<file path="src/rtl/chh_pkg.sv">
package chh_pkg;

  // Field widths
  localparam int XY_W = 16;
  localparam int KIND_W = 3;

  // CORDIC angle format: degrees scaled by 2^ANGLE_FRAC
  localparam int ANGLE_FRAC = 23;
  localparam int ANGLE_W = 34;
  localparam int ATAN_W = 29;
  localparam int PRESCALE_SHIFT = 14;
  localparam int ATAN_DEPTH = 24;

  // Defaults for the top level parameters
  localparam int CORDIC_STEPS_DEF = 16;
  localparam int HEADING_FRAC_DEF = 7;

  // Offsets are accepted only strictly inside this bound
  localparam logic signed [XY_W-1:0] LOAD_LIMIT = 16'sd30000;

  // Calibration window reset values
  localparam logic signed [XY_W-1:0] WIN_MAX_RST = 16'sh8000;
  localparam logic signed [XY_W-1:0] WIN_MIN_RST = 16'sh7FFF;

  typedef enum logic [KIND_W-1:0] {
    KIND_MEASURE = 3'd0,
    KIND_CAL_RESTART = 3'd1,
    KIND_CAL_SAMPLE = 3'd2,
    KIND_CAL_FINISH = 3'd3,
    KIND_LOAD = 3'd4
  } kind_t;

  typedef enum logic [2:0] {
    ST_IDLE,
    ST_DECODE,
    ST_ITER,
    ST_ROUND,
    ST_EMIT
  } state_t;

  // Controller to datapath commands
  typedef struct packed {
    logic capture;
    logic decode;
    logic step;
    logic round;
    logic emit;
  } cmd_t;

  // Datapath to controller status
  typedef struct packed {
    logic need_cordic;
  } sts_t;

  // atan(2^-i) in degrees scaled by 2^ANGLE_FRAC
  function automatic logic [ATAN_W-1:0] atan_deg(input logic [4:0] idx);
    logic [ATAN_W-1:0] v;
    case (idx)
      5'd0:  v = 29'd377487360;
      5'd1:  v = 29'd222843801;
      5'd2:  v = 29'd117744544;
      5'd3:  v = 29'd59768969;
      5'd4:  v = 29'd30000467;
      5'd5:  v = 29'd15014858;
      5'd6:  v = 29'd7509261;
      5'd7:  v = 29'd3754860;
      5'd8:  v = 29'd1877459;
      5'd9:  v = 29'd938733;
      5'd10: v = 29'd469367;
      5'd11: v = 29'd234683;
      5'd12: v = 29'd117342;
      5'd13: v = 29'd58671;
      5'd14: v = 29'd29335;
      5'd15: v = 29'd14668;
      5'd16: v = 29'd7334;
      5'd17: v = 29'd3667;
      5'd18: v = 29'd1833;
      5'd19: v = 29'd917;
      5'd20: v = 29'd458;
      5'd21: v = 29'd229;
      5'd22: v = 29'd115;
      5'd23: v = 29'd57;
      default: v = '0;
    endcase
    return v;
  endfunction

endpackage

</file>
<file path="src/rtl/chh_in_if.sv">
interface chh_in_if;
  logic valid;
  logic ready;
  logic [chh_pkg::KIND_W-1:0] kind;
  logic signed [chh_pkg::XY_W-1:0] x_in;
  logic signed [chh_pkg::XY_W-1:0] y_in;
  logic signed [chh_pkg::XY_W-1:0] z_in;
  logic data_ready;
  logic overflow;

  modport source (
    output valid, kind, x_in, y_in, z_in, data_ready, overflow,
    input ready
  );

  modport sink (
    input valid, kind, x_in, y_in, z_in, data_ready, overflow,
    output ready
  );
endinterface

</file>
<file path="src/rtl/chh_out_if.sv">
interface chh_out_if;
  logic valid;
  logic ready;
  logic [chh_pkg::XY_W-1:0] heading;
  logic signed [chh_pkg::XY_W-1:0] x_corrected;
  logic signed [chh_pkg::XY_W-1:0] y_corrected;
  logic signed [chh_pkg::XY_W-1:0] z_value;
  logic updated;
  logic signed [chh_pkg::XY_W-1:0] x_offset_now;
  logic signed [chh_pkg::XY_W-1:0] y_offset_now;

  modport source (
    output valid, heading, x_corrected, y_corrected, z_value, updated,
    x_offset_now, y_offset_now,
    input ready
  );

  modport sink (
    input valid, heading, x_corrected, y_corrected, z_value, updated,
    x_offset_now, y_offset_now,
    output ready
  );
endinterface

</file>
<file path="src/rtl/chh_ctrl.sv">
module chh_ctrl #(
  parameter int CORDIC_STEPS = chh_pkg::CORDIC_STEPS_DEF,
  parameter int IW = $clog2(CORDIC_STEPS)
) (
  input  logic clk,
  input  logic rst_n,
  input  logic in_valid,
  output logic in_ready,
  output logic out_valid,
  input  logic out_ready,
  input  chh_pkg::sts_t sts,
  output chh_pkg::cmd_t cmd,
  output logic [IW-1:0] step_idx
);

  localparam logic [IW-1:0] LAST_STEP = IW'(CORDIC_STEPS - 1);

  chh_pkg::state_t state_r, state_nxt;
  logic [IW-1:0] cnt_r, cnt_nxt;
  logic out_valid_r, out_valid_nxt;

  // State, step counter and output valid
  always_ff @(posedge clk) begin
    if (!rst_n) begin
      state_r <= chh_pkg::ST_IDLE;
      cnt_r <= '0;
      out_valid_r <= 1'b0;
    end else begin
      state_r <= state_nxt;
      cnt_r <= cnt_nxt;
      out_valid_r <= out_valid_nxt;
    end
  end

  // Sequence one transaction: capture, decode, CORDIC steps and round when needed, emit
  always_comb begin
    state_nxt = state_r;
    cnt_nxt = cnt_r;
    cmd = '0;
    in_ready = 1'b0;
    unique case (state_r)
      chh_pkg::ST_IDLE: begin
        in_ready = 1'b1;
        if (in_valid) begin
          cmd.capture = 1'b1;
          state_nxt = chh_pkg::ST_DECODE;
        end
      end
      chh_pkg::ST_DECODE: begin
        cmd.decode = 1'b1;
        cnt_nxt = '0;
        state_nxt = sts.need_cordic ? chh_pkg::ST_ITER : chh_pkg::ST_EMIT;
      end
      chh_pkg::ST_ITER: begin
        cmd.step = 1'b1;
        if (cnt_r == LAST_STEP) begin
          state_nxt = chh_pkg::ST_ROUND;
        end else begin
          cnt_nxt = cnt_r + 1'b1;
        end
      end
      chh_pkg::ST_ROUND: begin
        cmd.round = 1'b1;
        state_nxt = chh_pkg::ST_EMIT;
      end
      chh_pkg::ST_EMIT: begin
        // Load the output register once it is free
        if (!out_valid_r || out_ready) begin
          cmd.emit = 1'b1;
          state_nxt = chh_pkg::ST_IDLE;
        end
      end
      default: begin
        state_nxt = chh_pkg::ST_IDLE;
      end
    endcase
  end

  // Hold the result until taken
  always_comb begin
    if (cmd.emit) begin
      out_valid_nxt = 1'b1;
    end else if (out_ready) begin
      out_valid_nxt = 1'b0;
    end else begin
      out_valid_nxt = out_valid_r;
    end
  end

  assign out_valid = out_valid_r;
  assign step_idx = cnt_r;

endmodule

</file>
<file path="src/rtl/chh_dpath.sv">
module chh_dpath #(
  parameter int HEADING_FRACTION_BITS = chh_pkg::HEADING_FRAC_DEF,
  parameter int IW = 4
) (
  input  logic clk,
  input  logic rst_n,
  input  chh_pkg::cmd_t cmd,
  output chh_pkg::sts_t sts,
  input  logic [IW-1:0] step_idx,
  input  logic [chh_pkg::KIND_W-1:0] in_kind,
  input  logic signed [chh_pkg::XY_W-1:0] in_x,
  input  logic signed [chh_pkg::XY_W-1:0] in_y,
  input  logic signed [chh_pkg::XY_W-1:0] in_z,
  input  logic in_data_ready,
  input  logic in_overflow,
  output logic [chh_pkg::XY_W-1:0] out_heading,
  output logic signed [chh_pkg::XY_W-1:0] out_x_corrected,
  output logic signed [chh_pkg::XY_W-1:0] out_y_corrected,
  output logic signed [chh_pkg::XY_W-1:0] out_z_value,
  output logic out_updated,
  output logic signed [chh_pkg::XY_W-1:0] out_x_offset_now,
  output logic signed [chh_pkg::XY_W-1:0] out_y_offset_now
);

  localparam int AW = chh_pkg::ANGLE_W;
  localparam int XW = chh_pkg::XY_W;
  localparam int SHIFT = chh_pkg::ANGLE_FRAC - HEADING_FRACTION_BITS;
  localparam int HW = XW + 1;
  localparam logic signed [AW-1:0] FULL_TURN = AW'(64'd360 << chh_pkg::ANGLE_FRAC);
  localparam logic signed [AW-1:0] HALF_TURN = AW'(64'd180 << chh_pkg::ANGLE_FRAC);
  localparam logic signed [AW-1:0] RND_HALF = AW'(64'd1 << (SHIFT - 1));
  localparam logic [HW-1:0] CIRCLE = HW'(64'd360 << HEADING_FRACTION_BITS);

  // Captured item
  chh_pkg::kind_t kind_r;
  logic signed [XW-1:0] xi_r, yi_r, zi_r;
  logic rdy_r, ovf_r;

  // Architectural state
  logic signed [XW-1:0] x_off_r, y_off_r;
  logic signed [XW-1:0] x_max_r, x_min_r, y_max_r, y_min_r;
  logic signed [XW-1:0] x_last_r, y_last_r, z_last_r;
  logic [XW-1:0] head_r;
  logic upd_r;

  // CORDIC working registers
  logic signed [AW-1:0] cx_r, cy_r, cz_r;

  // Output register
  logic [XW-1:0] o_head_r;
  logic signed [XW-1:0] o_x_r, o_y_r, o_z_r, o_xoff_r, o_yoff_r;
  logic o_upd_r;

  logic signed [XW-1:0] xc, yc;
  logic meas_ok, corr_zero, load_ok;
  logic signed [AW-1:0] x0, y0;
  logic signed [XW:0] x_sum, y_sum;
  logic signed [XW:0] x_mid, y_mid;
  logic signed [AW-1:0] dx, dy, ang;
  logic signed [AW-1:0] z_pos, z_rnd;
  logic [HW-1:0] h_val;

  // Correct by offsets with 16-bit wrap
  assign xc = xi_r - x_off_r;
  assign yc = yi_r - y_off_r;
  assign meas_ok = rdy_r && !ovf_r && !(xi_r == '0 && yi_r == '0);
  assign corr_zero = (xc == '0) && (yc == '0);
  assign load_ok = (xi_r > -chh_pkg::LOAD_LIMIT) && (xi_r < chh_pkg::LOAD_LIMIT) &&
                   (yi_r > -chh_pkg::LOAD_LIMIT) && (yi_r < chh_pkg::LOAD_LIMIT);
  assign sts.need_cordic = (kind_r == chh_pkg::KIND_MEASURE) && meas_ok && !corr_zero;

  // Prescaled start vector
  assign x0 = AW'(xc) <<< chh_pkg::PRESCALE_SHIFT;
  assign y0 = AW'(yc) <<< chh_pkg::PRESCALE_SHIFT;

  // Window midpoint, truncated toward zero
  assign x_sum = (XW+1)'(x_max_r) + (XW+1)'(x_min_r);
  assign y_sum = (XW+1)'(y_max_r) + (XW+1)'(y_min_r);
  assign x_mid = (x_sum + (XW+1)'(x_sum[XW])) >>> 1;
  assign y_mid = (y_sum + (XW+1)'(y_sum[XW])) >>> 1;

  // One vectoring step
  assign dx = cy_r >>> step_idx;
  assign dy = cx_r >>> step_idx;
  assign ang = AW'($signed({1'b0, chh_pkg::atan_deg(5'(step_idx))}));

  // Fold into one turn and round to heading units
  assign z_pos = cz_r[AW-1] ? cz_r + FULL_TURN : cz_r;
  assign z_rnd = z_pos + RND_HALF;
  assign h_val = HW'($unsigned(z_rnd) >> SHIFT);

  // Capture the accepted item
  always_ff @(posedge clk) begin
    if (cmd.capture) begin
      kind_r <= chh_pkg::kind_t'(in_kind);
      xi_r <= in_x;
      yi_r <= in_y;
      zi_r <= in_z;
      rdy_r <= in_data_ready;
      ovf_r <= in_overflow;
    end
  end

  // Apply the item to the state, then write the rounded heading
  always_ff @(posedge clk) begin
    if (!rst_n) begin
      x_off_r <= '0;
      y_off_r <= '0;
      x_max_r <= chh_pkg::WIN_MAX_RST;
      x_min_r <= chh_pkg::WIN_MIN_RST;
      y_max_r <= chh_pkg::WIN_MAX_RST;
      y_min_r <= chh_pkg::WIN_MIN_RST;
      x_last_r <= '0;
      y_last_r <= '0;
      z_last_r <= '0;
      head_r <= '0;
      upd_r <= 1'b0;
    end else if (cmd.decode) begin
      upd_r <= 1'b0;
      case (kind_r)
        chh_pkg::KIND_MEASURE: begin
          if (meas_ok) begin
            x_last_r <= xc;
            y_last_r <= yc;
            z_last_r <= zi_r;
            upd_r <= 1'b1;
            if (corr_zero) begin
              head_r <= '0;
            end
          end
        end
        chh_pkg::KIND_CAL_RESTART: begin
          x_max_r <= chh_pkg::WIN_MAX_RST;
          x_min_r <= chh_pkg::WIN_MIN_RST;
          y_max_r <= chh_pkg::WIN_MAX_RST;
          y_min_r <= chh_pkg::WIN_MIN_RST;
        end
        chh_pkg::KIND_CAL_SAMPLE: begin
          if (xi_r > x_max_r) x_max_r <= xi_r;
          if (xi_r < x_min_r) x_min_r <= xi_r;
          if (yi_r > y_max_r) y_max_r <= yi_r;
          if (yi_r < y_min_r) y_min_r <= yi_r;
        end
        chh_pkg::KIND_CAL_FINISH: begin
          x_off_r <= x_mid[XW-1:0];
          y_off_r <= y_mid[XW-1:0];
          upd_r <= 1'b1;
        end
        chh_pkg::KIND_LOAD: begin
          if (load_ok) begin
            x_off_r <= xi_r;
            y_off_r <= yi_r;
            upd_r <= 1'b1;
          end
        end
        default: begin
        end
      endcase
    end else if (cmd.round) begin
      head_r <= (h_val >= CIRCLE) ? '0 : h_val[XW-1:0];
    end
  end

  // CORDIC vector and angle: pre-rotate to the right half plane, then step
  always_ff @(posedge clk) begin
    if (cmd.decode) begin
      if (xc[XW-1]) begin
        cx_r <= -x0;
        cy_r <= -y0;
        cz_r <= HALF_TURN;
      end else begin
        cx_r <= x0;
        cy_r <= y0;
        cz_r <= '0;
      end
    end else if (cmd.step) begin
      if (cy_r > 0) begin
        cx_r <= cx_r + dx;
        cy_r <= cy_r - dy;
        cz_r <= cz_r + ang;
      end else begin
        cx_r <= cx_r - dx;
        cy_r <= cy_r + dy;
        cz_r <= cz_r - ang;
      end
    end
  end

  // Output register
  always_ff @(posedge clk) begin
    if (cmd.emit) begin
      o_head_r <= head_r;
      o_x_r <= x_last_r;
      o_y_r <= y_last_r;
      o_z_r <= z_last_r;
      o_upd_r <= upd_r;
      o_xoff_r <= x_off_r;
      o_yoff_r <= y_off_r;
    end
  end

  assign out_heading = o_head_r;
  assign out_x_corrected = o_x_r;
  assign out_y_corrected = o_y_r;
  assign out_z_value = o_z_r;
  assign out_updated = o_upd_r;
  assign out_x_offset_now = o_xoff_r;
  assign out_y_offset_now = o_yoff_r;

endmodule

</file>
<file path="src/rtl/compass_heading_hard_iron_core.sv">
// Compass heading with hard-iron calibration. One result transaction is
// produced for every input transaction. A measure item that yields a new
// heading passes from acceptance to result through capture, decode,
// CORDIC_STEPS vectoring steps (16 by default) on a single shared shift-add
// unit, round and output load; all other items pass through capture, decode
// and output load only. Items are worked one at a time; the next item is
// accepted as soon as the previous result sits in the output register, and
// a result waits in the emit state only if that register is still
// full. Heading is in units of 1/2^HEADING_FRACTION_BITS degree, 0 up to
// just below 360 degrees, counterclockwise from +x.
module compass_heading_hard_iron_core #(
  parameter int CORDIC_STEPS = chh_pkg::CORDIC_STEPS_DEF,
  parameter int HEADING_FRACTION_BITS = chh_pkg::HEADING_FRAC_DEF
) (
  input logic clk,
  input logic rst_n,
  chh_in_if.sink in_chan,
  chh_out_if.source out_chan
);

  localparam int IW = $clog2(CORDIC_STEPS);

  chh_pkg::cmd_t cmd;
  chh_pkg::sts_t sts;
  logic [IW-1:0] step_idx;

  chh_ctrl #(
    .CORDIC_STEPS(CORDIC_STEPS),
    .IW(IW)
  ) u_ctrl (
    .clk(clk),
    .rst_n(rst_n),
    .in_valid(in_chan.valid),
    .in_ready(in_chan.ready),
    .out_valid(out_chan.valid),
    .out_ready(out_chan.ready),
    .sts(sts),
    .cmd(cmd),
    .step_idx(step_idx)
  );

  chh_dpath #(
    .HEADING_FRACTION_BITS(HEADING_FRACTION_BITS),
    .IW(IW)
  ) u_dpath (
    .clk(clk),
    .rst_n(rst_n),
    .cmd(cmd),
    .sts(sts),
    .step_idx(step_idx),
    .in_kind(in_chan.kind),
    .in_x(in_chan.x_in),
    .in_y(in_chan.y_in),
    .in_z(in_chan.z_in),
    .in_data_ready(in_chan.data_ready),
    .in_overflow(in_chan.overflow),
    .out_heading(out_chan.heading),
    .out_x_corrected(out_chan.x_corrected),
    .out_y_corrected(out_chan.y_corrected),
    .out_z_value(out_chan.z_value),
    .out_updated(out_chan.updated),
    .out_x_offset_now(out_chan.x_offset_now),
    .out_y_offset_now(out_chan.y_offset_now)
  );

endmodule

</file>
<file path="src/flat_wrapper.sv">
// flat-port wrapper written by rule: the top's interface ports become plain ports
module compass_heading_hard_iron_core_flat 
#(
  parameter int CORDIC_STEPS = chh_pkg::CORDIC_STEPS_DEF,
  parameter int HEADING_FRACTION_BITS = chh_pkg::HEADING_FRAC_DEF
)
  (clk, rst_n, in_chan_valid, in_chan_kind, in_chan_x_in, in_chan_y_in, in_chan_z_in, in_chan_data_ready, in_chan_overflow, in_chan_ready, out_chan_valid, out_chan_heading, out_chan_x_corrected, out_chan_y_corrected, out_chan_z_value, out_chan_updated, out_chan_x_offset_now, out_chan_y_offset_now, out_chan_ready);
  chh_in_if in_chan_i ();
  chh_out_if out_chan_i ();
  input logic clk;
  input logic rst_n;
  input wire logic [$bits(in_chan_i.valid)-1:0] in_chan_valid;
  input wire logic [$bits(in_chan_i.kind)-1:0] in_chan_kind;
  input wire logic [$bits(in_chan_i.x_in)-1:0] in_chan_x_in;
  input wire logic [$bits(in_chan_i.y_in)-1:0] in_chan_y_in;
  input wire logic [$bits(in_chan_i.z_in)-1:0] in_chan_z_in;
  input wire logic [$bits(in_chan_i.data_ready)-1:0] in_chan_data_ready;
  input wire logic [$bits(in_chan_i.overflow)-1:0] in_chan_overflow;
  output wire logic [$bits(in_chan_i.ready)-1:0] in_chan_ready;
  output wire logic [$bits(out_chan_i.valid)-1:0] out_chan_valid;
  output wire logic [$bits(out_chan_i.heading)-1:0] out_chan_heading;
  output wire logic [$bits(out_chan_i.x_corrected)-1:0] out_chan_x_corrected;
  output wire logic [$bits(out_chan_i.y_corrected)-1:0] out_chan_y_corrected;
  output wire logic [$bits(out_chan_i.z_value)-1:0] out_chan_z_value;
  output wire logic [$bits(out_chan_i.updated)-1:0] out_chan_updated;
  output wire logic [$bits(out_chan_i.x_offset_now)-1:0] out_chan_x_offset_now;
  output wire logic [$bits(out_chan_i.y_offset_now)-1:0] out_chan_y_offset_now;
  input wire logic [$bits(out_chan_i.ready)-1:0] out_chan_ready;
  assign in_chan_i.valid = in_chan_valid;
  assign in_chan_i.kind = in_chan_kind;
  assign in_chan_i.x_in = in_chan_x_in;
  assign in_chan_i.y_in = in_chan_y_in;
  assign in_chan_i.z_in = in_chan_z_in;
  assign in_chan_i.data_ready = in_chan_data_ready;
  assign in_chan_i.overflow = in_chan_overflow;
  assign in_chan_ready = in_chan_i.ready;
  assign out_chan_valid = out_chan_i.valid;
  assign out_chan_heading = out_chan_i.heading;
  assign out_chan_x_corrected = out_chan_i.x_corrected;
  assign out_chan_y_corrected = out_chan_i.y_corrected;
  assign out_chan_z_value = out_chan_i.z_value;
  assign out_chan_updated = out_chan_i.updated;
  assign out_chan_x_offset_now = out_chan_i.x_offset_now;
  assign out_chan_y_offset_now = out_chan_i.y_offset_now;
  assign out_chan_i.ready = out_chan_ready;
  compass_heading_hard_iron_core #(.CORDIC_STEPS(CORDIC_STEPS), .HEADING_FRACTION_BITS(HEADING_FRACTION_BITS)) u_core (.clk(clk), .rst_n(rst_n), .in_chan(in_chan_i), .out_chan(out_chan_i));
endmodule
</file>
<file path="config.mk">
export PLATFORM = sky130hd
export DESIGN_NAME = compass_heading_hard_iron_core_flat
export DESIGN_NICKNAME = d
export VERILOG_FILES = /design/src/rtl/chh_pkg.sv /design/src/rtl/chh_in_if.sv /design/src/rtl/chh_out_if.sv /design/src/rtl/chh_ctrl.sv /design/src/rtl/chh_dpath.sv /design/src/rtl/compass_heading_hard_iron_core.sv /design/src/flat_wrapper.sv
export SDC_FILE = /design/constraint.sdc
export NUM_CORES = 1
export LEC_CHECK = 0
export BUFFER_PORTS_ARGS = -buffer_cell sky130_fd_sc_hd__buf_2
export CAP_MARGIN = 10
export CORE_MARGIN = 10
export CORE_UTILIZATION = 29
export DETAILED_ROUTE_END_ITERATION = 7
export HOLD_SLACK_MARGIN = 0.12
export SETUP_SLACK_MARGIN = 0.5
export SYNTH_ARGS = -nofsm -noshare
export SYNTH_HDL_FRONTEND = slang
export SYNTH_SLANG_ARGS = --single-unit
</file>
<file path="constraint.sdc">
create_clock -name clk -period 9.72 [get_ports clk]
set_clock_uncertainty 0.15 [all_clocks]
set_input_delay 0.486 -clock clk [delete_from_list [all_inputs] [get_ports clk]]
set_output_delay 0.486 -clock clk [all_outputs]
set_load 0.02 [all_outputs]
</file>
==> impl_metrics.py, run 1 <==
metrics = {
    "outcome": {
        "outcome": "completed",
    },
    "critical_path": {
        "crit_chain": "buf_4, mux4_2, nand2_1, o2111ai_1, o31ai_1, nand4_2, o21ai_0, xor2_1, ha_1, a21oi_1, a21boi_0, a311oi_1, a21oi_1, o41ai_1, o21ai_0, a221o_1, a31oi_1, xnor2_1, a21oi_1",
        "crit_top_cell": "a21oi_1",
        "worstSetupEndpointType": "flip-flop",
        "rrSetupSlack_ns": 2.58,
        "start_kind": "flip-flop",
        "startpoint": "u_core.u_ctrl.step_idx[2]",
        "regToRegStartpoint": "u_core.u_ctrl.step_idx[2]",
        "r2r_cells": 19,
        "path_class": "reg -> reg",
        "cp_slowest_stage_delay_ns": 0.71,
        "worstPathRequired_ns": 9.89,
        "setup.worst_path.end": "u_core.u_dpath.cy_r[33]",
        "crit_arrival_ns": 7.31,
        "cpMaxStageDelayCell": "o31ai_1",
        "critical_path.max_fanout": 67,
        "reg2reg_to": "u_core.u_dpath.cy_r[33]",
    },
    "grt": {
        "antenna_found_initial": 1,
        "grt_pass1_vias": 27400,
        "grt-ovfl-total": 0,
        "grt_pass1_wl_um": 159000,
        "grt_max_degree": 86,
        "grt_use_total": 0.149,
    },
    "drt": {
        "drtIter0Drc": 2534,
        "vias": 28800,
        "postRouteAntennaNets": 0,
        "routed_wl_um": 102000,
        "wl_per_cell_um": 18.9,
        "firstDrtPassIters": 6,
        "drc": 0,
        "via_per_inst": 5.34,
    },
    "synthesis": {
        "ys_seq_area_frac": 0.342,
        "synth_edf_count": 252,
        "ys_ff_latch": 450,
        "netlist.top_cell.by_area": "edfxtp_1",
        "syn_area_sq_um": 33700,
        "postSynthAreaPerCell_sq_um": 9.12,
        "synth_ff_type": "edfxtp_1",
        "yosys.cell_types.count": 112,
        "yosysWarningCount": 0,
        "postSynthCellCount": 3693,
        "yosysTopAreaCellShare": 0.225,
        "syn-num-nets": 4000,
        "synth_async_sr_flop_share": 0,
        "yosys-top-cells-area": "edfxtp_1 22%, dfxtp_1 12%, ha_1 9.0%",
    },
    "timing": {
        "period_needed_ns": 7.14,
        "rsz0062_at_grt": "false",
        "hold_violations": 0,
        "relSlewSlack": 0.186,
        "worstMarginPinSlew_ns": 1.19,
        "fmax_mhz": 140,
        "report.final.slew_viol_count": 0,
        "timing.final.crit_share": 0.735,
        "final.setup.worst_slack_ns": 2.58,
        "tns_ns": 0,
        "finalSetupViolCount": 0,
    },
    "clock_tree": {
        "clockBufferDepth": 3,
        "cts_root_buf": "clkbuf_16",
        "cts.sinks": 450,
        "clk_transition_reported_paths_ns": 0.07,
        "cts_tree": "built",
        "numCtsBuffers": 51,
        "clk_latency_ns": 0.63,
        "htree_levels": 2,
        "cts_resized": 0,
    },
    "layout": {
        "layout_common_cells": "393 x nand2_1, 291 x nor2_1, 252 x edfxtp_1",
        "drive_gt1_frac": 0.111,
        "fillers": 11900,
        "mostFrequentLayoutCell": "nand2_1",
        "fin_util": 0.331,
        "fin_nets": 4125,
        "antenna_cells": 0,
        "syn_to_final_growth_pct": 13.6,
    },
    "floorplan": {
        "die_area_sq_um": 130000,
        "core.rowCount": 125,
        "fp.coreArea_sq_um": 116000,
        "start_util": 0.291,
        "dieHeight_um": 361,
        "top_level_ports": 156,
        "die_x_um": 361,
    },
    "power": {
        "ir_drop_uv": 126,
        "power.leakage_uw": 0.0150,
        "p_per_area_nw_per_um2": 199,
        "power.total_uw": 7600,
    },
    "placement": {
        "port_buffers": 155,
        "hpwl_um": 75800,
        "gp_congestion": 0.898,
        "dp_worst_setup_slack_ns": 2.75,
    },
    "flow_run": {
        "maxCapViolCount": 0,
    },
    "hold_path": {
        "hold_path_class": "in -> reg",
    },
}
==> cells in the mapped netlist, types with 12 or more instances <==
cell       instances
o21bai_1          15
and2_1            52
o211ai_1          19
a21oi_1          244
o21a_1            42
or3_1             22
o211a_1           14
buf_1             18
o31ai_1           26
a21boi_0          49
clkbuf_1         121
nor3_1            61
xor2_1           129
dfxtp_1          198
nor3b_1           15
a211o_1           14
nor2_1           294
o22a_1            16
xnor2_1          155
o22ai_1           35
nand4_1           37
nor4_1            48
nand2_1          395
nand3_1           81
o21ai_0          184
mux2i_1           99
nand2b_1          32
mux2_2            27
ha_1             243
nand3b_1          15
and4_1            12
inv_1            163
mux4_2            47
and3_1            29
buf_2             14
nor2b_1           34
edfxtp_1         252
a31oi_1           37
a2111oi_0         16
a211oi_1          46
a21o_1            95
==> kinds of logic (layout without fill, tap and decap cells) <==
| group | count (synthesis) | in the layout | synth area share |
|---|---|---|---|
| simple gates | 1188 | 1188 | 0.170 |
| compound gates | 987 | 987 | 0.195 |
| flops | 450 | 450 | 0.342 |
| buf+inv | 339 | 507 | 0.0421 |
| xor+xnor | 285 | 285 | 0.0745 |
| fa+ha+maj | 250 | 250 | 0.0944 |
| mux | 194 | 194 | 0.0819 |
==> per-layer routing <==
metal | vias up | part of all wire | GRT usage
met4 | 0 | 0.036 | 0.0508
met2 | 853 | 0.46 | 0.250
met1 | 13800 | 0.45 | 0.197
met3 | 167 | 0.053 | 0.0193
li1 | 13900 | - | -
met5 | - | 0 | 0
==> flip-flops by register name (all words and copies together) (netlist names), 29 cells and up <==
signal and flops:
u_core.u_dpath.ang 29, u_core.u_dpath.cx_r 34, u_core.u_dpath.cz_r 34, u_core.u_dpath.cy_r 34
==> cell type report <==
| class | instances | area [sq um] | area share |
|---|---|---|---|
| repair buffers | 242 | 1570 | 0.0410 |
| flip-flops and latches | 450 | 11500 | 0.302 |
| inverters | 169 | 634 | 0.0166 |
| well taps | 1524 | 1910 | 0.0498 |
| clock inverters | 28 | 329 | 0.00860 |
| multi-input cells | 2904 | 20800 | 0.544 |
| clock buffers | 68 | 1460 | 0.0383 |
==> power breakdown <==
| group | total [uW] | switching [uW] | internal [uW] |
|---|---|---|---|
| sequential | 2490 | 230 | 2260 |
| clock | 2080 | 853 | 1230 |
| combinational | 3040 | 1720 | 1320 |
==> how the worst min path moves through the flow <==
stage,startpoint,slack (ns),cells after the start,to
4_1_cts,rst_n,0.23,2,u_core.u_ctrl.out_valid
3_5_place_dp,u_core.u_dpath.z_last_r[11],0.27,0,u_core.u_dpath.out_z_value[11]
5_1_grt,u_core.u_dpath.z_last_r[4],0.28,0,u_core.u_dpath.out_z_value[4]
6_report,rst_n,0.24,2,u_core.u_ctrl.out_valid
3_3_place_gp,u_core.u_dpath.z_last_r[15],0.26,0,u_core.u_dpath.out_z_value[15]
2_1_floorplan,u_core.u_dpath.head_r[0],0.26,0,u_core.u_dpath.out_heading[0]
==> critical path, delay by kind of cell (launching register included) <==
| kind | cells | cell delay (ns) |
|---|---|---|
| AND/OR/NAND/NOR | 2 | 0.50 |
| flip-flops | 1 | 0.53 |
| XOR/XNOR | 2 | 0.44 |
| multiplexers | 1 | 0.46 |
| AO/OA/AOI/OAI | 12 | 3.65 |
| buffers and inverters | 1 | 0.70 |
| adder cells (fa/ha/maj) | 1 | 0.34 |
==> through the flow <==
stage | std cells | hold WS (ns) | area (sq um)
6_report | 5385 | 0.243 | 38300
5_1_grt | 5385 | 0.285 | 38300
4_1_cts | 5385 | 0.231 | 38300
3_5_place_dp | 5234 | 0.265 | 35900
3_3_place_gp | 5234 | 0.262 | 35900
2_1_floorplan | 3693 | 0.258 | 33700
==> what timing repair did <==
| action | CTS | global route |
|---|---|---|
| hold endpoints to repair | 56 | 0 |
| hold buffers | 55 | 0 |
| buffers inserted | 0 | 0 |
Power figures use the tool's default switching activity.
==> run 2: changes to the inputs <==
==> constraint.sdc (replaced) <==
create_clock -name clk -period 6.2 [get_ports clk]
set_clock_uncertainty 0.15 [all_clocks]
set_input_delay 0.31 -clock clk [delete_from_list [all_inputs] [get_ports clk]]
set_output_delay 0.31 -clock clk [all_outputs]
set_load 0.02 [all_outputs]
==> impl_metrics.py, run 2 (synthesis gave the netlist of run 1 again) <==
metrics = {
    "flow_run": {
        "maxCapViolCount": 0,
    },
    "outcome": {
        "outcome": "completed",
    },
    "hold_path": {
        "hold_path_depth": 3,
        "hold_path_class": "in -> reg",
        "worstHoldStart": "rst_n",
    },
    "timing": {
        "relSlewSlack": 0.238,
        "worstMarginPinSlew_ns": 1.14,
        "finalSetupViolCount": 0,
        "period_needed_ns": 5.58,
        "fmax_mhz": 179,
        "rsz0062_at_grt": "true",
        "timing.final.crit_share": 0.899,
        "tns_ns": 0,
        "report.final.slew_viol_count": 0,
        "hold_violations": 0,
    },
    "power": {
        "internal_power_uw": 8030,
        "swShare": 0.366,
        "power_frac_seq": 0.308,
        "p_sw_uw": 4640,
        "power.leakage_uw": 0.0157,
        "p_comb_frac": 0.418,
        "clkPwrFrac": 0.274,
        "power.total_uw": 12700,
        "p_per_area_nw_per_um2": 319,
        "ir_drop_uv": 240,
    },
    "critical_path": {
        "crit_top_cell": "a21o_1",
        "cp_top_family": "compound AO/OA/AOI/OAI gates",
        "worstSetupEndpointType": "flip-flop",
        "path_class": "reg -> reg",
        "cpMaxStageDelayCell": "or4b_4",
        "critical_path.max_fanout": 10,
        "startpoint": "u_core.u_ctrl.step_idx[1]",
        "cp_slowest_stage_delay_ns": 0.53,
        "start_kind": "flip-flop",
        "r2r_cells": 19,
        "crit_arrival_ns": 5.79,
        "path_buf_inv": 2,
        "crit_chain": "buf_12, clkbuf_16, mux4_2, mux2_4, mux2i_4, o21ai_4, nor3b_2, or4b_4, nand2_1, xor2_1, ha_2, and4_1, a221o_1, or3_4, o21a_4, a21o_1, a21o_1, a211o_1, a22o_1",
        "regToRegStartpoint": "u_core.u_ctrl.step_idx[1]",
        "cp.depth": 19,
        "worstPathRequired_ns": 6.41,
    },
    "drt": {
        "via_per_inst": 5.34,
        "postRouteAntennaNets": 0,
        "routed_wl_um": 107000,
        "wl_per_cell_um": 19.5,
        "drc": 0,
        "drtIter0Drc": 2584,
        "vias": 29300,
        "firstDrtPassIters": 5,
    },
    "grt": {
        "grt_pass1_vias": 27800,
        "grt_pass1_wl_um": 165000,
        "grt_use_total": 0.156,
        "antenna_found_initial": 4,
        "grt-ovfl-total": 0,
        "grt_max_degree": 76,
    },
    "clock_tree": {
        "clockBufferDepth": 3,
        "clk_latency_ns": 0.62,
        "cts_tree": "built",
        "numCtsBuffers": 51,
        "htree_levels": 2,
        "clk_transition_reported_paths_ns": 0.08,
        "cts.sinks": 450,
        "cts_root_buf": "clkbuf_16",
    },
    "layout": {
        "fin_util": 0.343,
        "antenna_cells": 0,
        "drive_gt1_frac": 0.151,
        "fin_nets": 4240,
        "reg.largest.list": "u_core.u_dpath.cx_r (34), u_core.u_dpath.cy_r (34), u_core.u_dpath.cz_r (34)",
        "mostFrequentLayoutCell": "nand2_1",
        "syn_to_final_growth_pct": 17.8,
        "layout_common_cells": "393 x nand2_1, 287 x nor2_1, 252 x edfxtp_1",
    },
    "floorplan": {
        "die_x_um": 361,
        "die_area_sq_um": 130000,
        "fp.coreArea_sq_um": 116000,
        "start_util": 0.291,
        "top_level_ports": 156,
        "core.rowCount": 125,
        "dieHeight_um": 361,
    },
    "placement": {
        "hpwl_um": 79400,
        "port_buffers": 155,
        "gp_congestion": 0.922,
    },
}
## run 2: changes by cell type in the layout (fill, tap and decap cells not counted), moves of 10 or more
cell / delta
mux2i_2: +12
o21ai_0: -10
buf_4: +101
a21oi_1: -10
mux2i_1: -13
a21oi_2: +10
## run 2: cell type report
type | instances | area (sq um)
multi-input combinational | 2904 | 21200
timing repair buffer | 357 | 2570
clock inverter | 38 | 561
tap | 1524 | 1910
sequential | 450 | 11500
fill | 11900 | 76000
clock buffer | 57 | 1340
inverter | 169 | 634
## run 2: worst paths after layout
kind | endpoint | slack (ns)
worst max register to register | u_core.u_dpath.cy_r[26] | 0.62
worst min register to register | u_core.u_dpath.out_z_value[11] | 0.28
worst max-delay path | u_core.u_dpath.cy_r[26] | 0.62
worst min-delay path | u_core.u_ctrl.step_idx[0] | 0.21
## run 2: power groups by stage
stage	Combinational [uW]	Sequential [uW]	Clock [uW]
finish	5290	3910	3480
global route	5840	3920	3670
CTS	4950	3890	3540
detailed placement	4860	3950	0
global placement	4820	3950	0
floorplan	3730	3780	0
## run 2: timing repair
action | CTS | global route
hold endpoints to repair | 60 | 0
hold buffers | 55 | 0
buffers inserted | 7 | 35
resized for setup | 14 | 78
pin swaps | 2 | 32
endpoints found under the setup margin | 14 | 14
gates cloned | 0 | 1
## run 2: worst min-delay path, stage by stage
cell and delay [ns]:
buf_4 0.17, nand2_1 0.32, inv_1 0.11
## run 2: metrics by stage
step / setup WS, ns / cell area [sq um] / std cells / hold slack [ns]
floorplan: 0.528 / 33700 / 3693 / 0.258
global placement: 0.192 / 36500 / 5306 / 0.262
detailed placement: 0.142 / 36500 / 5306 / 0.263
CTS: 0.501 / 39100 / 5463 / 0.150
global route: 0.437 / 39700 / 5499 / 0.242
finish: 0.624 / 39700 / 5499 / 0.205
## run 2: per-layer routing
layer	track usage	vias up	wire length, um
li1	-	14100	-
met1	0.207	14100	47800
met2	0.258	919	49400
met3	0.0221	163	6210
met4	0.0516	0	3750
met5	0	-	0
